File: src/rarhdr_pkg.sv
// Shared types, constants and helpers for the archive signature and main header parser.
package rarhdr_pkg;

  localparam int unsigned POS_W    = 32;  // byte position counter width
  localparam int unsigned CFG_W    = 32;  // max_search_bytes register width
  localparam int unsigned BYTE_W   = 8;
  localparam int unsigned REL_W    = 5;   // saturating offset from marker start
  localparam int unsigned VIDX_W   = 4;
  localparam int unsigned FLAG_W   = 16;
  localparam int unsigned OUT_DATA_W = 48;

  localparam logic [CFG_W-1:0] MAX_SEARCH_RESET = 32'd1048576;

  // Offsets relative to the marker start
  localparam logic [REL_W-1:0] REL_MAX         = 5'd31;
  localparam logic [REL_W-1:0] REL_BODY4_FIRST = 5'd7;
  localparam logic [REL_W-1:0] REL_BODY5_FIRST = 5'd8;
  localparam logic [REL_W-1:0] REL_FLAG_LO     = 5'h0A;
  localparam logic [REL_W-1:0] REL_FLAG_HI     = 5'h0B;
  localparam logic [REL_W-1:0] REL_BODY4_END   = 5'd26;
  localparam logic [REL_W-1:0] REL_VARINT      = 5'd12;
  localparam logic [REL_W-1:0] REL_BODY5_END   = 5'd15;
  localparam logic [REL_W-1:0] REL_BODY5_FULL  = 5'd16;

  localparam logic [VIDX_W-1:0] VIDX_TOP_BIT = 4'd9;   // byte carrying bit 63
  localparam logic [VIDX_W-1:0] VIDX_MAX     = 4'd15;

  localparam logic [BYTE_W-1:0] VER_BYTE_4  = 8'h00;
  localparam logic [BYTE_W-1:0] VER_BYTE_5  = 8'h01;
  localparam logic [BYTE_W-1:0] ZERO_BYTE   = 8'h00;

  localparam logic [FLAG_W-1:0] HDR_TYPE_MAIN = 16'd1;
  localparam logic [FLAG_W-1:0] HDR_TYPE_ENC  = 16'd4;

  // Result codes
  localparam logic [1:0] ST_OK        = 2'd0;
  localparam logic [1:0] ST_INVALID   = 2'd1;
  localparam logic [1:0] ST_ENCRYPTED = 2'd2;

  localparam logic [2:0] VER_NONE = 3'd0;
  localparam logic [2:0] VER_4    = 3'd4;
  localparam logic [2:0] VER_5    = 3'd5;

  // Output tdata bit positions
  localparam int unsigned OD_STATUS = 0;
  localparam int unsigned OD_VER    = 2;
  localparam int unsigned OD_OFS    = 5;
  localparam int unsigned OD_SFX    = 37;
  localparam int unsigned OD_FLAGS  = 38;
  localparam int unsigned OD_USED   = 44;

  typedef enum logic [3:0] {
    PH_M0       = 4'd0,
    PH_M1       = 4'd1,
    PH_M2       = 4'd2,
    PH_M3       = 4'd3,
    PH_M4       = 4'd4,
    PH_M5       = 4'd5,
    PH_VER      = 4'd6,
    PH_V5_ZERO  = 4'd7,
    PH_BODY4    = 4'd8,
    PH_BODY5    = 4'd9
  } rarhdr_phase_e;

  typedef enum logic [2:0] {
    HF_SIZE    = 3'd0,
    HF_TYPE    = 3'd1,
    HF_HFLAGS  = 3'd2,
    HF_EXTRA   = 3'd3,
    HF_AFLAGS  = 3'd4,
    HF_DONE    = 3'd5,
    HF_INVALID = 3'd6,
    HF_ENC     = 3'd7
  } rarhdr_field_e;

  typedef struct packed {
    logic [BYTE_W-1:0] data_byte;
    logic              end_of_file;
  } rarhdr_item_t;

  // First member sits in the top bits, so status lands at bit 0.
  typedef struct packed {
    logic             first_vol;
    logic             hdr_encrypted;
    logic             has_recovery;
    logic             solid;
    logic             locked;
    logic             multivolume;
    logic             is_self_extracting;
    logic [POS_W-1:0] archive_offset;
    logic [2:0]       version;
    logic [1:0]       status;
  } rarhdr_result_t;

  function automatic logic [BYTE_W-1:0] sig_byte(input logic [2:0] idx);
    logic [BYTE_W-1:0] b;
    case (idx)
      3'd0:    b = 8'h52;
      3'd1:    b = 8'h61;
      3'd2:    b = 8'h72;
      3'd3:    b = 8'h21;
      3'd4:    b = 8'h1A;
      3'd5:    b = 8'h07;
      default: b = 8'h00;
    endcase
    return b;
  endfunction

endpackage

File: src/rar_signature_and_main_header_parser.sv
// Top level: archive signature search and main header parser on a byte stream.
//
// Slave stream: one file byte per transaction on s_axis_tdata_i, s_axis_tlast_i
// high on the last byte of a file. Master stream: exactly one result transaction
// per file, sent as soon as the outcome is fixed or at the end of data.
// cfg_we_i/cfg_wdata_i write max_search_bytes (reset 1048576); write it only while
// no file is in flight.
// Throughput: one byte per cycle unless a result stalls. Each byte sits in the input
// register while the parser decodes it, and its result (if any) is loaded from there
// into the output register, which drives m_axis.
// If the master side stalls, the pending result is held; the parser keeps
// consuming bytes that produce no result, and stops only when a second result
// would need the busy output register, at which point s_axis_tready_o drops once
// the input register fills. Reset clears all state and empties both registers.
module rar_signature_and_main_header_parser (
  input  logic        clk_i,
  input  logic        rst_ni,
  input  logic        cfg_we_i,
  input  logic [31:0] cfg_wdata_i,
  input  logic        s_axis_tvalid_i,
  output logic        s_axis_tready_o,
  input  logic [7:0]  s_axis_tdata_i,  // [7:0] data_byte
  input  logic        s_axis_tlast_i,  // end_of_file
  output logic        m_axis_tvalid_o,
  input  logic        m_axis_tready_i,
  // [1:0] status, [4:2] version, [36:5] archive_offset, [37] is_self_extracting,
  // [38] multivolume, [39] locked, [40] solid, [41] has_recovery,
  // [42] hdr_encrypted, [43] first_vol, [47:44] zero
  output logic [47:0] m_axis_tdata_o
);

  logic                       in_valid, step, out_free, res_valid;
  rarhdr_pkg::rarhdr_item_t   item;
  rarhdr_pkg::rarhdr_result_t res;

  // Parser step stalls only while a result is stuck in the output register.
  assign step = in_valid && (out_free || !res_valid);

  rarhdr_in_stage u_in (
    .clk_i           (clk_i),
    .rst_ni          (rst_ni),
    .s_axis_tvalid_i (s_axis_tvalid_i),
    .s_axis_tready_o (s_axis_tready_o),
    .s_axis_tdata_i  (s_axis_tdata_i),
    .s_axis_tlast_i  (s_axis_tlast_i),
    .step_i          (step),
    .valid_o         (in_valid),
    .item_o          (item)
  );

  rarhdr_parser u_parser (
    .clk_i       (clk_i),
    .rst_ni      (rst_ni),
    .cfg_we_i    (cfg_we_i),
    .cfg_wdata_i (cfg_wdata_i),
    .step_i      (step),
    .item_i      (item),
    .res_valid_o (res_valid),
    .res_o       (res)
  );

  rarhdr_out_stage u_out (
    .clk_i           (clk_i),
    .rst_ni          (rst_ni),
    .load_i          (step && res_valid),
    .res_i           (res),
    .free_o          (out_free),
    .m_axis_tvalid_o (m_axis_tvalid_o),
    .m_axis_tready_i (m_axis_tready_i),
    .m_axis_tdata_o  (m_axis_tdata_o)
  );

endmodule

File: src/rarhdr_in_stage.sv
// Input register: captures one byte transaction from the slave stream.
module rarhdr_in_stage (
  input  logic                     clk_i,
  input  logic                     rst_ni,
  input  logic                     s_axis_tvalid_i,
  output logic                     s_axis_tready_o,
  input  logic [7:0]               s_axis_tdata_i,   // [7:0] data_byte
  input  logic                     s_axis_tlast_i,   // end_of_file
  input  logic                     step_i,
  output logic                     valid_o,
  output rarhdr_pkg::rarhdr_item_t item_o
);

  logic                     valid_q, valid_d;
  rarhdr_pkg::rarhdr_item_t item_q, item_d;

  assign s_axis_tready_o = !valid_q || step_i;

  always_comb begin
    valid_d = valid_q;
    item_d  = item_q;
    if (step_i) begin
      valid_d = 1'b0;
    end
    if (s_axis_tvalid_i && s_axis_tready_o) begin
      valid_d           = 1'b1;
      item_d.data_byte  = s_axis_tdata_i;
      item_d.end_of_file = s_axis_tlast_i;
    end
  end

  always_ff @(posedge clk_i or negedge rst_ni) begin
    if (!rst_ni) begin
      valid_q <= 1'b0;
    end else begin
      valid_q <= valid_d;
    end
  end

  always_ff @(posedge clk_i) begin
    item_q <= item_d;
  end

  assign valid_o = valid_q;
  assign item_o  = item_q;

endmodule

File: src/rarhdr_parser.sv
// Per-file parser state: marker search, format 4/5 header fields, result decision.
module rarhdr_parser (
  input  logic                       clk_i,
  input  logic                       rst_ni,
  input  logic                       cfg_we_i,
  input  logic [31:0]                cfg_wdata_i,
  input  logic                       step_i,
  input  rarhdr_pkg::rarhdr_item_t   item_i,
  output logic                       res_valid_o,
  output rarhdr_pkg::rarhdr_result_t res_o
);

  logic [rarhdr_pkg::CFG_W-1:0]  msb_q;
  rarhdr_pkg::rarhdr_phase_e     phase_q, phase_d;
  logic [rarhdr_pkg::POS_W-1:0]  pos_q, pos_d, pos_nxt;
  logic [rarhdr_pkg::POS_W-1:0]  marker_q, marker_d;
  logic [rarhdr_pkg::FLAG_W-1:0] flag_q, flag_d;
  logic [rarhdr_pkg::FLAG_W-1:0] acc_lo_q, acc_lo_d;
  logic                          acc_hi_q, acc_hi_d;
  logic [rarhdr_pkg::VIDX_W-1:0] vidx_q, vidx_d;
  rarhdr_pkg::rarhdr_field_e     hfi_q, hfi_d;
  logic [rarhdr_pkg::REL_W-1:0]  rel_q, rel_d;
  logic                          sent_q, sent_d;

  logic [7:0]                    b;
  logic                          eof;
  logic                          pos_open, ex_en, limit_hit, in_body, hfi_open;
  logic [6:0]                    vdata;
  logic [rarhdr_pkg::FLAG_W-1:0] lo_add, v_lo;
  logic                          hi_add, v_hi, v_ovf;
  logic                          em_valid;
  logic [1:0]                    em_status;
  logic [2:0]                    em_ver;

  assign b   = item_i.data_byte;
  assign eof = item_i.end_of_file;

  // Position bookkeeping; the position saturates at all ones.
  assign pos_open  = ~&pos_q;
  assign pos_nxt   = pos_open ? pos_q + 1'b1 : pos_q;
  assign ex_en     = !sent_q && pos_open && (pos_q < msb_q);
  assign limit_hit = (pos_nxt >= msb_q) || (&pos_nxt);
  assign in_body   = (phase_q == rarhdr_pkg::PH_BODY4) || (phase_q == rarhdr_pkg::PH_BODY5);
  assign hfi_open  = (hfi_q == rarhdr_pkg::HF_SIZE) || (hfi_q == rarhdr_pkg::HF_TYPE) ||
                     (hfi_q == rarhdr_pkg::HF_HFLAGS) || (hfi_q == rarhdr_pkg::HF_EXTRA) ||
                     (hfi_q == rarhdr_pkg::HF_AFLAGS);

  // 7-bit continuation integer: only the low 16 bits and an upper-bits-nonzero flag matter.
  always_comb begin
    vdata  = b[6:0];
    lo_add = '0;
    hi_add = 1'b0;
    case (vidx_q)
      4'd0: lo_add = {9'd0, vdata};
      4'd1: lo_add = {2'd0, vdata, 7'd0};
      4'd2: begin
        lo_add = {vdata[1:0], 14'd0};
        hi_add = |vdata[6:2];
      end
      default: hi_add = |vdata;
    endcase
    v_ovf = ((vidx_q > rarhdr_pkg::VIDX_TOP_BIT) && (vdata != '0)) ||
            ((vidx_q == rarhdr_pkg::VIDX_TOP_BIT) && (vdata[6:1] != '0));
    v_lo  = acc_lo_q | lo_add;
    v_hi  = acc_hi_q | hi_add;
  end

  // Next state
  always_comb begin
    phase_d   = phase_q;
    pos_d     = pos_nxt;
    marker_d  = marker_q;
    flag_d    = flag_q;
    acc_lo_d  = acc_lo_q;
    acc_hi_d  = acc_hi_q;
    vidx_d    = vidx_q;
    hfi_d     = hfi_q;
    rel_d     = rel_q;
    sent_d    = sent_q;
    em_valid  = 1'b0;
    em_status = rarhdr_pkg::ST_INVALID;
    em_ver    = rarhdr_pkg::VER_NONE;

    if (in_body && pos_open && (rel_q != rarhdr_pkg::REL_MAX)) begin
      rel_d = rel_q + 1'b1;
    end

    if (ex_en) begin
      unique case (phase_q) inside
        rarhdr_pkg::PH_M0, rarhdr_pkg::PH_M1, rarhdr_pkg::PH_M2,
        rarhdr_pkg::PH_M3, rarhdr_pkg::PH_M4, rarhdr_pkg::PH_M5: begin
          if (b == rarhdr_pkg::sig_byte(phase_q[2:0])) begin
            if (phase_q == rarhdr_pkg::PH_M0) begin
              marker_d = pos_q;
            end
            phase_d = rarhdr_pkg::rarhdr_phase_e'(phase_q + 4'd1);
          end else if (b == rarhdr_pkg::sig_byte(3'd0)) begin
            phase_d  = rarhdr_pkg::PH_M1;
            marker_d = pos_q;
          end else begin
            phase_d = rarhdr_pkg::PH_M0;
          end
        end
        rarhdr_pkg::PH_VER: begin
          if (b == rarhdr_pkg::VER_BYTE_4) begin
            phase_d = rarhdr_pkg::PH_BODY4;
            flag_d  = '0;
            rel_d   = rarhdr_pkg::REL_BODY4_FIRST;
          end else if (b == rarhdr_pkg::VER_BYTE_5) begin
            phase_d = rarhdr_pkg::PH_V5_ZERO;
          end else if (b == rarhdr_pkg::sig_byte(3'd0)) begin
            phase_d  = rarhdr_pkg::PH_M1;
            marker_d = pos_q;
          end else begin
            phase_d = rarhdr_pkg::PH_M0;
          end
        end
        rarhdr_pkg::PH_V5_ZERO: begin
          if (b == rarhdr_pkg::ZERO_BYTE) begin
            phase_d  = rarhdr_pkg::PH_BODY5;
            hfi_d    = rarhdr_pkg::HF_SIZE;
            acc_lo_d = '0;
            acc_hi_d = 1'b0;
            vidx_d   = '0;
            rel_d    = rarhdr_pkg::REL_BODY5_FIRST;
          end else if (b == rarhdr_pkg::sig_byte(3'd0)) begin
            phase_d  = rarhdr_pkg::PH_M1;
            marker_d = pos_q;
          end else begin
            phase_d = rarhdr_pkg::PH_M0;
          end
        end
        rarhdr_pkg::PH_BODY4: begin
          if (rel_q == rarhdr_pkg::REL_FLAG_LO) begin
            flag_d = {flag_q[15:8], b};
          end else if (rel_q == rarhdr_pkg::REL_FLAG_HI) begin
            flag_d = {b, flag_q[7:0]};
          end
          if (rel_q >= rarhdr_pkg::REL_BODY4_END) begin
            em_valid  = 1'b1;
            em_status = rarhdr_pkg::ST_OK;
            em_ver    = rarhdr_pkg::VER_4;
          end
        end
        rarhdr_pkg::PH_BODY5: begin
          if ((rel_q >= rarhdr_pkg::REL_VARINT) && hfi_open) begin
            if (v_ovf) begin
              hfi_d = rarhdr_pkg::HF_INVALID;
            end else begin
              acc_lo_d = v_lo;
              acc_hi_d = v_hi;
              if (vidx_q != rarhdr_pkg::VIDX_MAX) begin
                vidx_d = vidx_q + 1'b1;
              end
              if (!b[7]) begin
                acc_lo_d = '0;
                acc_hi_d = 1'b0;
                vidx_d   = '0;
                unique case (hfi_q)
                  rarhdr_pkg::HF_SIZE: hfi_d = rarhdr_pkg::HF_TYPE;
                  rarhdr_pkg::HF_TYPE: begin
                    if (!v_hi && (v_lo == rarhdr_pkg::HDR_TYPE_MAIN)) begin
                      hfi_d = rarhdr_pkg::HF_HFLAGS;
                    end else if (!v_hi && (v_lo == rarhdr_pkg::HDR_TYPE_ENC)) begin
                      hfi_d = rarhdr_pkg::HF_ENC;
                    end else begin
                      hfi_d = rarhdr_pkg::HF_INVALID;
                    end
                  end
                  rarhdr_pkg::HF_HFLAGS: begin
                    hfi_d = v_lo[0] ? rarhdr_pkg::HF_EXTRA : rarhdr_pkg::HF_AFLAGS;
                  end
                  rarhdr_pkg::HF_EXTRA: hfi_d = rarhdr_pkg::HF_AFLAGS;
                  default: begin
                    flag_d = v_lo;
                    hfi_d  = rarhdr_pkg::HF_DONE;
                  end
                endcase
              end
            end
          end
          if (rel_q >= rarhdr_pkg::REL_BODY5_END) begin
            if (hfi_d == rarhdr_pkg::HF_DONE) begin
              em_valid  = 1'b1;
              em_status = rarhdr_pkg::ST_OK;
              em_ver    = rarhdr_pkg::VER_5;
            end else if ((hfi_d == rarhdr_pkg::HF_INVALID) ||
                         (hfi_d == rarhdr_pkg::HF_ENC)) begin
              em_valid  = 1'b1;
              em_status = (hfi_d == rarhdr_pkg::HF_ENC) ? rarhdr_pkg::ST_ENCRYPTED
                                                        : rarhdr_pkg::ST_INVALID;
              em_ver    = rarhdr_pkg::VER_5;
            end
          end
        end
        default: phase_d = rarhdr_pkg::PH_M0;
      endcase
    end

    // End of data: last byte, search window exhausted, or position saturated.
    if (!sent_q && !em_valid && (eof || limit_hit)) begin
      em_valid  = 1'b1;
      em_status = rarhdr_pkg::ST_INVALID;
      em_ver    = ((phase_d == rarhdr_pkg::PH_BODY5) && (rel_d >= rarhdr_pkg::REL_BODY5_FULL))
                  ? rarhdr_pkg::VER_5 : rarhdr_pkg::VER_NONE;
    end

    if (em_valid) begin
      sent_d = 1'b1;
    end
  end

  // Result fields
  always_comb begin
    res_o        = '0;
    res_o.status = em_status;
    res_o.version = em_ver;
    if (em_ver != rarhdr_pkg::VER_NONE) begin
      res_o.archive_offset     = marker_d;
      res_o.is_self_extracting = (marker_d != '0);
    end
    if ((em_status == rarhdr_pkg::ST_OK) && (em_ver == rarhdr_pkg::VER_4)) begin
      res_o.multivolume   = flag_d[0];
      res_o.locked        = flag_d[2];
      res_o.solid         = flag_d[3];
      res_o.has_recovery  = flag_d[6];
      res_o.hdr_encrypted = flag_d[7];
      res_o.first_vol     = flag_d[8];
    end else if ((em_status == rarhdr_pkg::ST_OK) && (em_ver == rarhdr_pkg::VER_5)) begin
      res_o.multivolume  = flag_d[0];
      res_o.locked       = flag_d[4];
      res_o.solid        = flag_d[2];
      res_o.has_recovery = flag_d[3];
      res_o.first_vol    = flag_d[0] && !flag_d[1];
    end
    // qualified by the input register valid at the top level
    res_valid_o = em_valid;
  end

  always_ff @(posedge clk_i or negedge rst_ni) begin
    if (!rst_ni) begin
      msb_q <= rarhdr_pkg::MAX_SEARCH_RESET;
    end else if (cfg_we_i) begin
      msb_q <= cfg_wdata_i;
    end
  end

  always_ff @(posedge clk_i or negedge rst_ni) begin
    if (!rst_ni) begin
      phase_q  <= rarhdr_pkg::PH_M0;
      pos_q    <= '0;
      marker_q <= '0;
      flag_q   <= '0;
      acc_lo_q <= '0;
      acc_hi_q <= 1'b0;
      vidx_q   <= '0;
      hfi_q    <= rarhdr_pkg::HF_SIZE;
      rel_q    <= '0;
      sent_q   <= 1'b0;
    end else if (step_i) begin
      if (eof) begin
        // next file starts from scratch
        phase_q  <= rarhdr_pkg::PH_M0;
        pos_q    <= '0;
        marker_q <= '0;
        flag_q   <= '0;
        acc_lo_q <= '0;
        acc_hi_q <= 1'b0;
        vidx_q   <= '0;
        hfi_q    <= rarhdr_pkg::HF_SIZE;
        rel_q    <= '0;
        sent_q   <= 1'b0;
      end else begin
        phase_q  <= phase_d;
        pos_q    <= pos_d;
        marker_q <= marker_d;
        flag_q   <= flag_d;
        acc_lo_q <= acc_lo_d;
        acc_hi_q <= acc_hi_d;
        vidx_q   <= vidx_d;
        hfi_q    <= hfi_d;
        rel_q    <= rel_d;
        sent_q   <= sent_d;
      end
    end
  end

endmodule

File: src/rarhdr_out_stage.sv
// Result register feeding the master stream.
module rarhdr_out_stage (
  input  logic                       clk_i,
  input  logic                       rst_ni,
  input  logic                       load_i,
  input  rarhdr_pkg::rarhdr_result_t res_i,
  output logic                       free_o,
  output logic                       m_axis_tvalid_o,
  input  logic                       m_axis_tready_i,
  output logic [47:0]                m_axis_tdata_o
);

  logic                       valid_q, valid_d;
  rarhdr_pkg::rarhdr_result_t res_q;

  assign free_o = !valid_q || m_axis_tready_i;

  always_comb begin
    valid_d = valid_q;
    if (m_axis_tready_i) begin
      valid_d = 1'b0;
    end
    if (load_i) begin
      valid_d = 1'b1;
    end
  end

  always_ff @(posedge clk_i or negedge rst_ni) begin
    if (!rst_ni) begin
      valid_q <= 1'b0;
    end else begin
      valid_q <= valid_d;
    end
  end

  always_ff @(posedge clk_i) begin
    if (load_i) begin
      res_q <= res_i;
    end
  end

  assign m_axis_tvalid_o = valid_q;
  assign m_axis_tdata_o  = {{(rarhdr_pkg::OUT_DATA_W - rarhdr_pkg::OD_USED){1'b0}}, res_q};

endmodule

File: config.mk
export PLATFORM = sky130hd
export DESIGN_NAME = rar_signature_and_main_header_parser
export DESIGN_NICKNAME = d
export VERILOG_FILES = /design/src/rarhdr_pkg.sv /design/src/rar_signature_and_main_header_parser.sv /design/src/rarhdr_in_stage.sv /design/src/rarhdr_parser.sv /design/src/rarhdr_out_stage.sv
export SDC_FILE = /design/constraint.sdc
export NUM_CORES = 1
export LEC_CHECK = 0
export BUFFER_PORTS_ARGS = -buffer_cell sky130_fd_sc_hd__buf_2
export CORE_ASPECT_RATIO = 0.75
export CORE_MARGIN = 2
export CORE_UTILIZATION = 50
export DETAILED_ROUTE_END_ITERATION = 10
export HOLD_SLACK_MARGIN = 0.02
export PLACE_DENSITY = 0.67
export SLEW_MARGIN = 15
export SYNTH_ARGS = -nofsm -noshare
export SYNTH_HDL_FRONTEND = slang
export SYNTH_SLANG_ARGS = --single-unit
File: constraint.sdc
create_clock -name clk_i -period 8.4 [get_ports clk_i]
set_input_delay 0.84 -clock clk_i [delete_from_list [all_inputs] [get_ports clk_i]]
set_output_delay 0.84 -clock clk_i [all_outputs]
set_load 0.005 [all_outputs]
==> impl_metrics.env, run 1 <==
export IMPL_outcome="finished, final reports clean"
export IMPL_ys_ff_latch=192
export IMPL_vias=10400
export IMPL_crit_top_cell="nand2_1"
export IMPL_final_cell_mix="209 x nand2_1, 139 x dfrtp_1, 89 x buf_2"
export IMPL_post_cts_buffers=0
export IMPL_areaGrowthSynthToFinish_pct=8.99
export IMPL_place_inst=1634
export IMPL_clkTransAtPathRegs_ns=0.08
export IMPL_dp_hpwl_mm=24.2
export IMPL_grt_usage=0.284
export IMPL_leakagePower_nw=5.48
export IMPL_ctsHoldBuffers=0
export IMPL_synth_seq_area_share=0.425
export IMPL_fp_dieW_um=182
export IMPL_fin_tns_setup_ns=0
export IMPL_slew_headroom=0.236
export IMPL_period_needed_ns=6.71
export IMPL_postSynthAreaPerCell_um2=9.01
export IMPL_drive_gt1_frac=0.121
export IMPL_post_drt_via_cell_ratio=6.26
export IMPL_hp_class="primary input to async pin"
export IMPL_hold_violations=0
export IMPL_wl_mm=34.4
export IMPL_p_int_mw=1.48
export IMPL_clk_latency_ns=0.46
export IMPL_diodes=0
export IMPL_detail_route_antenna_nets=0
export IMPL_async_flop_share=0.729
export IMPL_setup_ws_ns=1.69
export IMPL_tritoncts="yes"
export IMPL_slowest_stage="and3_1"
export IMPL_power_density_mw_per_mm2=160
export IMPL_sw_frac_of_total=0.291
export IMPL_hold_slack_ns=0.418
export IMPL_start_util=0.513
export IMPL_crit_family="simple AND/OR/NAND/NOR gates"
export IMPL_r2r_setup_slack_ns=2.28
export IMPL_arrival_ns=5.87
export IMPL_cts_root_buf="clkbuf_16"
export IMPL_drc=0
export IMPL_port_buffer_count=90
export IMPL_coreArea_mm2=0.0232
export IMPL_reg2reg_from="u_parser.pos_q[0]"
export IMPL_cts_sinks=192
export IMPL_routedWlPerCell_um=20.6
export IMPL_cp_num_buf_inv=1
export IMPL_cts_max_level=4
export IMPL_grt_first_pass_wirelength_mm=54.8
export IMPL_worst_slew_pin_slew_ns=1.14
export IMPL_r2r_worst_path_cells=17
export IMPL_final_max_slew_viol_count=0
export IMPL_worstSetupPathType="register to output port"
export IMPL_synth_warnings=0
export IMPL_vdd_drop_max_v=0.000144
export IMPL_nets=1476
export IMPL_die_y_um=138
export IMPL_layout_cells_non_filler=1666
export IMPL_row_count=48
export IMPL_worstPathRequired_ns=7.56
export IMPL_p_clk_frac=0.390
export IMPL_grt_overflow_total=0
export IMPL_post_cts_resize_count=0
export IMPL_synth_top_family_by_area="compound AO/OA/AOI/OAI gates"
export IMPL_start_kind="register"
export IMPL_die_area_mm2=0.0251
export IMPL_ys_dominant_reg_cell="dfrtp_1"
export IMPL_multi_input_area_mm2=0.00620
export IMPL_post_route_period_util=0.799
export IMPL_nFillCells=2056
export IMPL_end_kind="output port"
export IMPL_combPwrFrac=0.113
export IMPL_power_frac_seq=0.497
export IMPL_setup_viol=0
export IMPL_synth_edf_count=52
export IMPL_io_pins=96
export IMPL_synth_compound_area_frac=0.211
export IMPL_drt_iter0_markers=1381
export IMPL_yosysTopAreaCell="dfrtp_1"
export IMPL_yosys_area_share_simple=0.196
export IMPL_crit_fanout=15
export IMPL_grt_max_degree=83
export IMPL_synth_fa_ha_area_frac=0.0808
export IMPL_r2r_end="u_parser.pos_q[8]"
export IMPL_first_global_vias=9503
export IMPL_syn_area_mm2=0.0119
export IMPL_seqCellArea_mm2=0.00507
export IMPL_synth_xor_area_frac=0.0213
export IMPL_numCtsBuffers=17
export IMPL_dr_pass1_iters=6
export IMPL_p_sw_uw=607
export IMPL_post_synth_num_cell_types=88
export IMPL_fin_skew_ns=0.0200
export IMPL_synth_area_mux_share=0.00797
export IMPL_clk_path_buf_depth=2
export IMPL_gp_congestion=0.935
export IMPL_fmax_ghz=0.149
export IMPL_layout_commonest_cell="nand2_1"
export IMPL_synth_top_area_frac=0.292
export IMPL_pre_cts_slack_ns=2.24
export IMPL_rsz0062_at_grt="false"
export IMPL_antenna_found_initial=0
export IMPL_max_cap_violations=0
export IMPL_critPathMaxStageDelay_ns=0.59
export IMPL_synth_area_leaders="dfrtp_1 29%, edfxtp_1 13%, ha_1 8.1%"
export IMPL_path_cells="ha_1, nand4_1, nor4_4, and3_1, nor2_1, nand2_1, xnor2_1, ha_1, a21o_1, a211o_1, a211oi_1, o311ai_0, a21o_1, nor2b_1, a41oi_1, nand2_1, nand2_1, or2_2, buf_2"
export IMPL_synthCells=1324
## cell usage after synthesis, types with 4 or more instances
master / count
mux2i_1: 5
nand4_1: 29
dfrtp_1: 139
a21oi_1: 85
xnor2_1: 18
or3_1: 4
nor3_1: 25
o21a_1: 7
a31oi_1: 12
and3_1: 10
inv_1: 61
a21o_1: 12
nand3_1: 33
nor3b_1: 5
xor2_1: 11
o31ai_1: 18
nor4_1: 21
buf_4: 11
o31a_1: 4
or2_2: 8
nor2_1: 78
and2_1: 5
o21ai_1: 20
nand2_1: 209
and4_1: 6
buf_2: 36
o41ai_1: 5
ha_1: 77
a22oi_1: 12
o211ai_1: 7
a22o_1: 35
a32o_1: 4
clkbuf_1: 46
o22ai_1: 6
nand2b_1: 12
or4_1: 4
a211oi_1: 9
a41oi_1: 14
nor2b_1: 8
o21ai_0: 88
edfxtp_1: 52
## worst register-to-register path, delay by kind of cell (launching register included)
kind	cells	cell delay, ns
and+or+nand+nor	7	2.05
adders and majority gates	2	0.63
AOI/OAI and AO/OA	7	2.18
buffers and inverters	1	0.57
DFF	1	0.57
## metrics by stage
stage / instance area [um^2] / power, mW / util
after floorplan: 11900 / 1.19 / -
after global placement: 12400 / 1.28 / 0.534
after detailed placement: 12400 / 1.28 / 0.534
after CTS: 13000 / 2.09 / 0.559
after global routing: 13000 / 2.16 / 0.559
final: 13000 / 2.08 / 0.559
## how the worst max path moves through the flow
stage	from	slack (ns)	cells after the start	end
final	u_parser.pos_q[0]	1.69	19	s_axis_tready_o
after floorplan	u_parser.pos_q[1]	3.44	19	u_out.m_axis_tdata_o[0]
after CTS	u_parser.pos_q[0]	1.73	19	s_axis_tready_o
after global routing	u_parser.pos_q[0]	1.28	19	s_axis_tready_o
after global placement	u_parser.pos_q[0]	2.46	19	s_axis_tready_o
after detailed placement	u_parser.pos_q[0]	2.24	19	s_axis_tready_o
## registers in the layout, indices dropped and copies added, names as in the netlist
signal and cells:
u_parser.marker_q 32, u_parser.sent_q 1, u_parser.rel_q 5, u_out.m_axis_tvalid_o 1
u_in.valid_o 1, u_parser.vidx_q 4, u_parser.phase_q 4, u_parser.acc_lo_q 16
u_parser.acc_hi_q 1, u_in.item_o 9, u_parser.msb_q 32, u_parser.flag_q 8
u_out.m_axis_tdata_o 43, u_parser.pos_q 32, u_parser.hfi_q 3
## layout make-up
cell class,count,share of cell area
Timing Repair Buffer,103,0.0426
Tap cell,300,0.0289
Clock buffer,18,0.0330
Multi-Input combinational cell,978,0.477
Sequential cell,192,0.390
Inverter,61,0.0176
Clock inverter,14,0.0115
## power by group through the flow
stage | logic (mW) | registers [mW] | clock network, mW
floorplan | 0.156 | 1.04 | 0
finish | 0.235 | 1.04 | 0.812
detailed placement | 0.232 | 1.05 | 0
CTS | 0.234 | 1.03 | 0.822
global route | 0.263 | 1.04 | 0.858
global placement | 0.227 | 1.05 | 0
## cells by family (layout without fill, tap and decap cells)
kind of cell	after synthesis	count (layout)
XOR/XNOR	29	29
multiplexers	9	9
AO/OA/AOI/OAI	378	378
other	1	5
buffers and inverters	158	196
adder cells (fa/ha/maj)	77	77
flip-flops	192	192
AND/OR/NAND/NOR	480	480
## routing by layer
metal  GRT usage  vias up  share of wire
li1            -     4888              -
met1       0.448     4957           0.49
met4      0.0587        0         0.0094
met3      0.0917       25           0.12
met5           0        -              0
met2       0.368      553           0.39
Note: power is estimated with default switching activity, not from simulation.
==> inputs of run 2 (changes only) <==
--- a/config.mk
+++ b/config.mk
@@ -5,13 +5,14 @@
 export SDC_FILE = /design/constraint.sdc
 export NUM_CORES = 1
 export LEC_CHECK = 0
+export ABC_AREA = 1
 export BUFFER_PORTS_ARGS = -buffer_cell sky130_fd_sc_hd__buf_2
 export CORE_ASPECT_RATIO = 0.75
 export CORE_MARGIN = 2
 export CORE_UTILIZATION = 50
 export DETAILED_ROUTE_END_ITERATION = 10
 export HOLD_SLACK_MARGIN = 0.02
-export PLACE_DENSITY = 0.67
+export PLACE_DENSITY = 0.7
 export SLEW_MARGIN = 15
 export SYNTH_ARGS = -nofsm -noshare
 export SYNTH_HDL_FRONTEND = slang
==> constraint.sdc (replaced) <==
create_clock -name clk_i -period 6 [get_ports clk_i]
set_input_delay 0.6 -clock clk_i [delete_from_list [all_inputs] [get_ports clk_i]]
set_output_delay 0.6 -clock clk_i [all_outputs]
set_load 0.005 [all_outputs]
==> impl_metrics.env, run 2 <==
export IMPL_yosysTopAreaCell="dfrtp_1"
export IMPL_post_synth_num_cell_types=52
export IMPL_final_cell_mix="561 x nand2_1, 235 x nor2_1, 190 x inv_1"
export IMPL_ys_dominant_reg_cell="dfrtp_1"
export IMPL_r2r_worst_path_cells=22
export IMPL_row_count=52
export IMPL_crit_fanout=38
export IMPL_drive_gt1_frac=0.0907
export IMPL_crit_family="simple AND/OR/NAND/NOR gates"
export IMPL_post_cts_buffers=0
export IMPL_hold_slack_ns=0.189
export IMPL_coreArea_mm2=0.0273
export IMPL_wl_mm=43.4
export IMPL_grt_first_pass_wirelength_mm=70.3
export IMPL_routedWlPerCell_um=18.0
export IMPL_largest_register_ffs=43
export IMPL_layout_commonest_cell="nand2_1"
export IMPL_fmax_ghz=0.190
export IMPL_numCtsBuffers=17
export IMPL_fin_tns_setup_ns=0
export IMPL_cp_num_buf_inv=2
export IMPL_diodes=0
export IMPL_post_route_period_util=0.877
export IMPL_clkTransAtPathRegs_ns=0.08
export IMPL_r2r_setup_slack_ns=0.88
export IMPL_ys_ff_latch=192
export IMPL_clk_latency_ns=0.46
export IMPL_postSynthAreaPerCell_um2=6.94
export IMPL_synth_seq_area_share=0.362
export IMPL_critPathMaxStageDelay_ns=0.56
export IMPL_grt_overflow_total=0
export IMPL_hold_violations=0
export IMPL_areaGrowthSynthToFinish_pct=8.27
export IMPL_outcome="finished, final reports clean"
export IMPL_synth_warnings=0
export IMPL_start_kind="register"
export IMPL_nets=2172
export IMPL_first_global_vias=12700
export IMPL_start_util=0.513
export IMPL_grt_max_degree=94
export IMPL_arrival_ns=4.66
export IMPL_end_kind="output port"
export IMPL_vias=13800
export IMPL_setup_viol=0
export IMPL_io_pins=96
export IMPL_cts_max_level=4
export IMPL_cts_sinks=192
export IMPL_drc=0
export IMPL_synth_area_leaders="dfrtp_1 25%, nand2_1 15%, edfxtp_1 11%"
export IMPL_slowest_stage="nand2_2"
export IMPL_r2r_end="u_out.m_axis_tdata_o[14]"
export IMPL_grt_usage=0.307
export IMPL_worstPathRequired_ns=5.40
export IMPL_dr_pass1_iters=8
export IMPL_clk_path_buf_depth=2
export IMPL_path_cells="ha_1, nand3_1, inv_2, nand2_4, nor2_8, nand2_2, nand2_1, ha_1, nand2_1, nor4_1, and3_1, nand2_1, nand2_1, a31oi_1, nand3_1, nand2_1, nand3_2, nand3_1, buf_2"
export IMPL_post_drt_via_cell_ratio=5.71
export IMPL_synth_common_cells="561 x nand2_1, 236 x nor2_1, 191 x inv_1"
export IMPL_worst_slew_pin_slew_ns=1.02
export IMPL_max_cap_violations=0
export IMPL_hp_class="primary input to async pin"
export IMPL_synthCells=2014
export IMPL_die_area_mm2=0.0293
export IMPL_nFillCells=2609
export IMPL_fin_skew_ns=0.0127
export IMPL_dp_hpwl_mm=31.4
export IMPL_synth_edf_count=52
export IMPL_async_flop_share=0.729
export IMPL_crit_top_cell="nand2_1"
export IMPL_cts_root_buf="clkbuf_16"
export IMPL_gp_congestion=1.04
export IMPL_dpl_instance_area_mm2=0.0146
export IMPL_antenna_found_initial=0
export IMPL_yosysMostFrequentCell="nand2_1"
export IMPL_drt_iter0_markers=1494
export IMPL_reg2reg_from="u_parser.pos_q[0]"
export IMPL_rsz0062_at_grt="false"
export IMPL_syn_area_mm2=0.0140
export IMPL_finalInstanceArea_mm2=0.0151
export IMPL_synth_top_area_frac=0.249
export IMPL_final_max_slew_viol_count=0
export IMPL_tritoncts="yes"
export IMPL_period_needed_ns=5.26
export IMPL_leakagePower_nw=7.26
export IMPL_ctsHoldBuffers=0
export IMPL_vdd_drop_max_v=0.000210
export IMPL_fp_dieW_um=197
export IMPL_post_cts_resize_count=0
export IMPL_port_buffer_count=90
export IMPL_worstSetupPathType="register to output port"
export IMPL_detail_route_antenna_nets=0
export IMPL_slew_headroom=0.322
export IMPL_die_y_um=149
export IMPL_power_density_mw_per_mm2=232
-- run 2: worst max-delay path by stage --
stage	start	to	cells after the start	slack, ns
after floorplan	u_parser.pos_q[0]	u_out.m_axis_tdata_o[0]	26	1.57
after global placement	u_parser.pos_q[0]	u_out.m_axis_tdata_o[14]	22	1.08
after detailed placement	u_parser.pos_q[0]	u_out.m_axis_tdata_o[25]	22	0.96
after CTS	u_parser.pos_q[0]	s_axis_tready_o	19	0.75
after global routing	u_parser.pos_q[0]	s_axis_tready_o	19	0.33
final	u_parser.pos_q[0]	s_axis_tready_o	19	0.74
-- run 2: final cells by class --
cell class                 instances  area, um^2  area share
multi-input combinational       1529        7700       0.509
sequential                       192        5070       0.335
inverter                         197         739      0.0489
timing repair buffer             112         622      0.0411
clock buffer                      23         458      0.0303
tap                              351         439      0.0290
clock inverter                     9         111     0.00736
-- run 2: cells by family after synthesis --
| group | after synthesis | share of synthesized area |
|---|---|---|
| flops | 192 | 0.362 |
| simple gates | 1002 | 0.299 |
| fa+ha+maj | 77 | 0.0689 |
| xor+xnor | 16 | 0.0100 |
| compound gates | 429 | 0.170 |
| other cells | 1 | 0.000268 |
| buf+inv | 297 | 0.0891 |
-- run 2: report_power, final --
part	switching [mW]	internal [mW]	leakage, nW
combinational	0.577	0.250	4.64
clock	0.536	0.628	0.272
sequential	0.0719	1.45	2.35
-- run 2: layer usage --
| layer | share of wire | up-vias | wire length [um] | track usage |
|---|---|---|---|---|
| li1 | - | 6731 | - | - |
| met1 | 0.49 | 6381 | 21300 | 0.481 |
| met2 | 0.40 | 610 | 17400 | 0.430 |
| met3 | 0.092 | 51 | 4010 | 0.0617 |
| met4 | 0.016 | 0 | 673 | 0.0741 |
| met5 | 0 | - | 0 | 0 |
-- run 2: metrics by stage --
stage | total power, mW | std cells | util | worst slack (ns)
after global placement | 2.34 | 2381 | 0.534 | 1.08
after CTS | 3.51 | 2413 | 0.555 | 0.746
after global routing | 3.69 | 2413 | 0.555 | 0.333
after floorplan | 2.09 | 2018 | - | 1.57
final | 3.51 | 2413 | 0.555 | 0.736
after detailed placement | 2.35 | 2381 | 0.534 | 0.955
==> inputs of run 3 (changes only) <==
--- a/config.mk
+++ b/config.mk
@@ -9,10 +9,10 @@
 export BUFFER_PORTS_ARGS = -buffer_cell sky130_fd_sc_hd__buf_2
 export CORE_ASPECT_RATIO = 0.75
 export CORE_MARGIN = 2
-export CORE_UTILIZATION = 50
+export CORE_UTILIZATION = 26
 export DETAILED_ROUTE_END_ITERATION = 10
 export HOLD_SLACK_MARGIN = 0.02
-export PLACE_DENSITY = 0.7
+export PLACE_DENSITY = 0.41
 export SLEW_MARGIN = 15
 export SYNTH_ARGS = -nofsm -noshare
 export SYNTH_HDL_FRONTEND = slang
==> impl_metrics.env, run 3 (synthesized netlist as in run 2, its figures left out) <==
export IMPL_largest_register_ffs=43
export IMPL_start_kind="register"
export IMPL_gp_congestion=0.910
export IMPL_layout_commonest_cell="nand2_1"
export IMPL_cts_sinks=192
export IMPL_start_util=0.263
export IMPL_port_buffer_count=90
export IMPL_tritoncts="yes"
export IMPL_dp_hpwl_mm=37.0
export IMPL_die_y_um=205
export IMPL_setup_viol=0
export IMPL_max_cap_violations=0
export IMPL_power_frac_seq=0.419
export IMPL_final_cell_mix="561 x nand2_1, 235 x nor2_1, 190 x inv_1"
export IMPL_leakagePower_nw=7.32
export IMPL_p_sw_mw=1.27
export IMPL_clk_latency_ns=0.48
export IMPL_post_route_period_util=0.898
export IMPL_crit_fanout=38
export IMPL_hold_violations=0
export IMPL_period_needed_ns=5.39
export IMPL_grt_overflow_total=0
export IMPL_reg2reg_from="u_parser.pos_q[0]"
export IMPL_drive_gt1_frac=0.0965
export IMPL_outcome="finished, final reports clean"
export IMPL_nets=2182
export IMPL_worstSetupPathType="register to output port"
export IMPL_worst_slew_pin_slew_ns=1.19
export IMPL_nFillCells=5785
export IMPL_detail_route_antenna_nets=0
export IMPL_antenna_found_initial=1
export IMPL_areaGrowthSynthToFinish_pct=12.2
export IMPL_slew_headroom=0.208
export IMPL_row_count=73
export IMPL_r2r_worst_path_cells=20
export IMPL_rsz0062_at_grt="false"
export IMPL_fin_skew_ns=0.0140
export IMPL_drt_iter0_markers=1375
export IMPL_final_max_slew_viol_count=0
export IMPL_vdd_drop_max_v=0.000146
export IMPL_fp_dieW_um=272
export IMPL_clkTransAtPathRegs_ns=0.08
export IMPL_end_kind="output port"
export IMPL_fin_tns_setup_ns=0
export IMPL_fmax_ghz=0.186
export IMPL_post_drt_via_cell_ratio=4.86
export IMPL_fin_util=0.296
export IMPL_numCtsBuffers=17
export IMPL_clk_path_buf_depth=2
export IMPL_post_cts_buffers=0
export IMPL_cts_max_level=4
export IMPL_grt_max_degree=67
export IMPL_r2r_setup_slack_ns=0.65
export IMPL_p_int_mw=2.35
export IMPL_cts_root_buf="clkbuf_16"
export IMPL_hp_class="primary input to async pin"
export IMPL_grt_usage=0.185
export IMPL_sw_frac_of_total=0.352
export IMPL_r2r_end="u_out.m_axis_tdata_o[5]"
export IMPL_ctsHoldBuffers=0
export IMPL_routedWlPerCell_um=18.2
export IMPL_drc=0
export IMPL_power_density_mw_per_mm2=231
export IMPL_grt_first_pass_wirelength_mm=78.7
export IMPL_vias=13500
export IMPL_combPwrFrac=0.250
export IMPL_power_mw=3.62
export IMPL_dr_pass1_iters=7
export IMPL_coreArea_mm2=0.0531
export IMPL_worstPathRequired_ns=5.40
export IMPL_wl_mm=50.7
export IMPL_die_area_mm2=0.0557
export IMPL_first_global_vias=12700
export IMPL_arrival_ns=4.79
export IMPL_io_pins=96
export IMPL_p_clk_frac=0.331
export IMPL_post_cts_resize_count=0
## run 3: cell types whose count changed in the layout (fill, tap and decap cells not counted)
| cell | before | now |
|---|---|---|
| buf_12 | 0 | 1 |
| buf_4 | 22 | 31 |
| clkbuf_1 | 5 | 0 |
| clkinv_1 | 3 | 5 |
| clkinv_4 | 1 | 3 |
| diode_2 | 0 | 1 |
| inv_2 | 4 | 5 |
## run 3: through the flow
step                hold WS (ns)  instances  cell area [um^2]  setup WS [ns]
finish                     0.128       2785             15700          0.613
global route               0.161       2784             15700         0.0657
CTS                        0.135       2784             15700          0.536
detailed placement         0.466       2752             15100          0.669
global placement           0.462       2752             15100          0.793
floorplan                  0.304       2018             14000           1.57
## run 3: worst max-delay path: stages (launching register included)
cell and delay (ns):
dfrtp_1 0.48, ha_1 0.33, nand3_1 0.19, inv_2 0.08, nand2_4 0.11, nor2_8 0.06
nand2_2 0.57, nand2_1 0.29, ha_1 0.35, nand2_1 0.06, nor4_1 0.44, and3_1 0.32
nand2_1 0.07, nand2_1 0.06, a31oi_1 0.04, nand3_1 0.17, nand2_1 0.13, nand3_2 0.14
nand3_1 0.19, buf_2 0.18
## run 3: how the worst max path moves through the flow
stage                                  from                       end  slack [ns]
after floorplan           u_parser.pos_q[0]   u_out.m_axis_tdata_o[0]        1.57
after global placement    u_parser.pos_q[0]  u_out.m_axis_tdata_o[16]        0.79
after detailed placement  u_parser.pos_q[0]  u_out.m_axis_tdata_o[17]        0.67
after CTS                 u_parser.pos_q[0]           s_axis_tready_o        0.54
after global routing      u_parser.pos_q[0]  u_out.m_axis_tdata_o[12]        0.07
final                     u_parser.pos_q[0]           s_axis_tready_o        0.61
## run 3: power groups by stage
| stage | clock (mW) | sequential (mW) | combinational, mW |
|---|---|---|---|
| after floorplan | 0 | 1.52 | 0.575 |
| after global placement | 0 | 1.54 | 0.902 |
| after detailed placement | 0 | 1.54 | 0.900 |
| after CTS | 1.24 | 1.52 | 0.904 |
| after global routing | 1.29 | 1.53 | 1.03 |
| final | 1.20 | 1.52 | 0.905 |
## run 3: area by class of cell
type | count | area (um^2) | share of cell area
clock buffer | 18 | 439 | 0.0280
multi-input combinational | 1529 | 7700 | 0.491
inverter | 197 | 739 | 0.0471
sequential | 192 | 5070 | 0.323
antenna | 1 | 2.50 | 0.000160
timing repair buffer | 122 | 709 | 0.0452
tap | 712 | 891 | 0.0568
clock inverter | 14 | 140 | 0.00893
## run 3: routing by layer
layer	share of wire	global-route usage	vias to the layer above
li1	-	-	6732
met1	0.53	0.289	6358
met2	0.39	0.252	422
met3	0.069	0.0407	27
met4	0.012	0.0414	0
met5	0	0	-
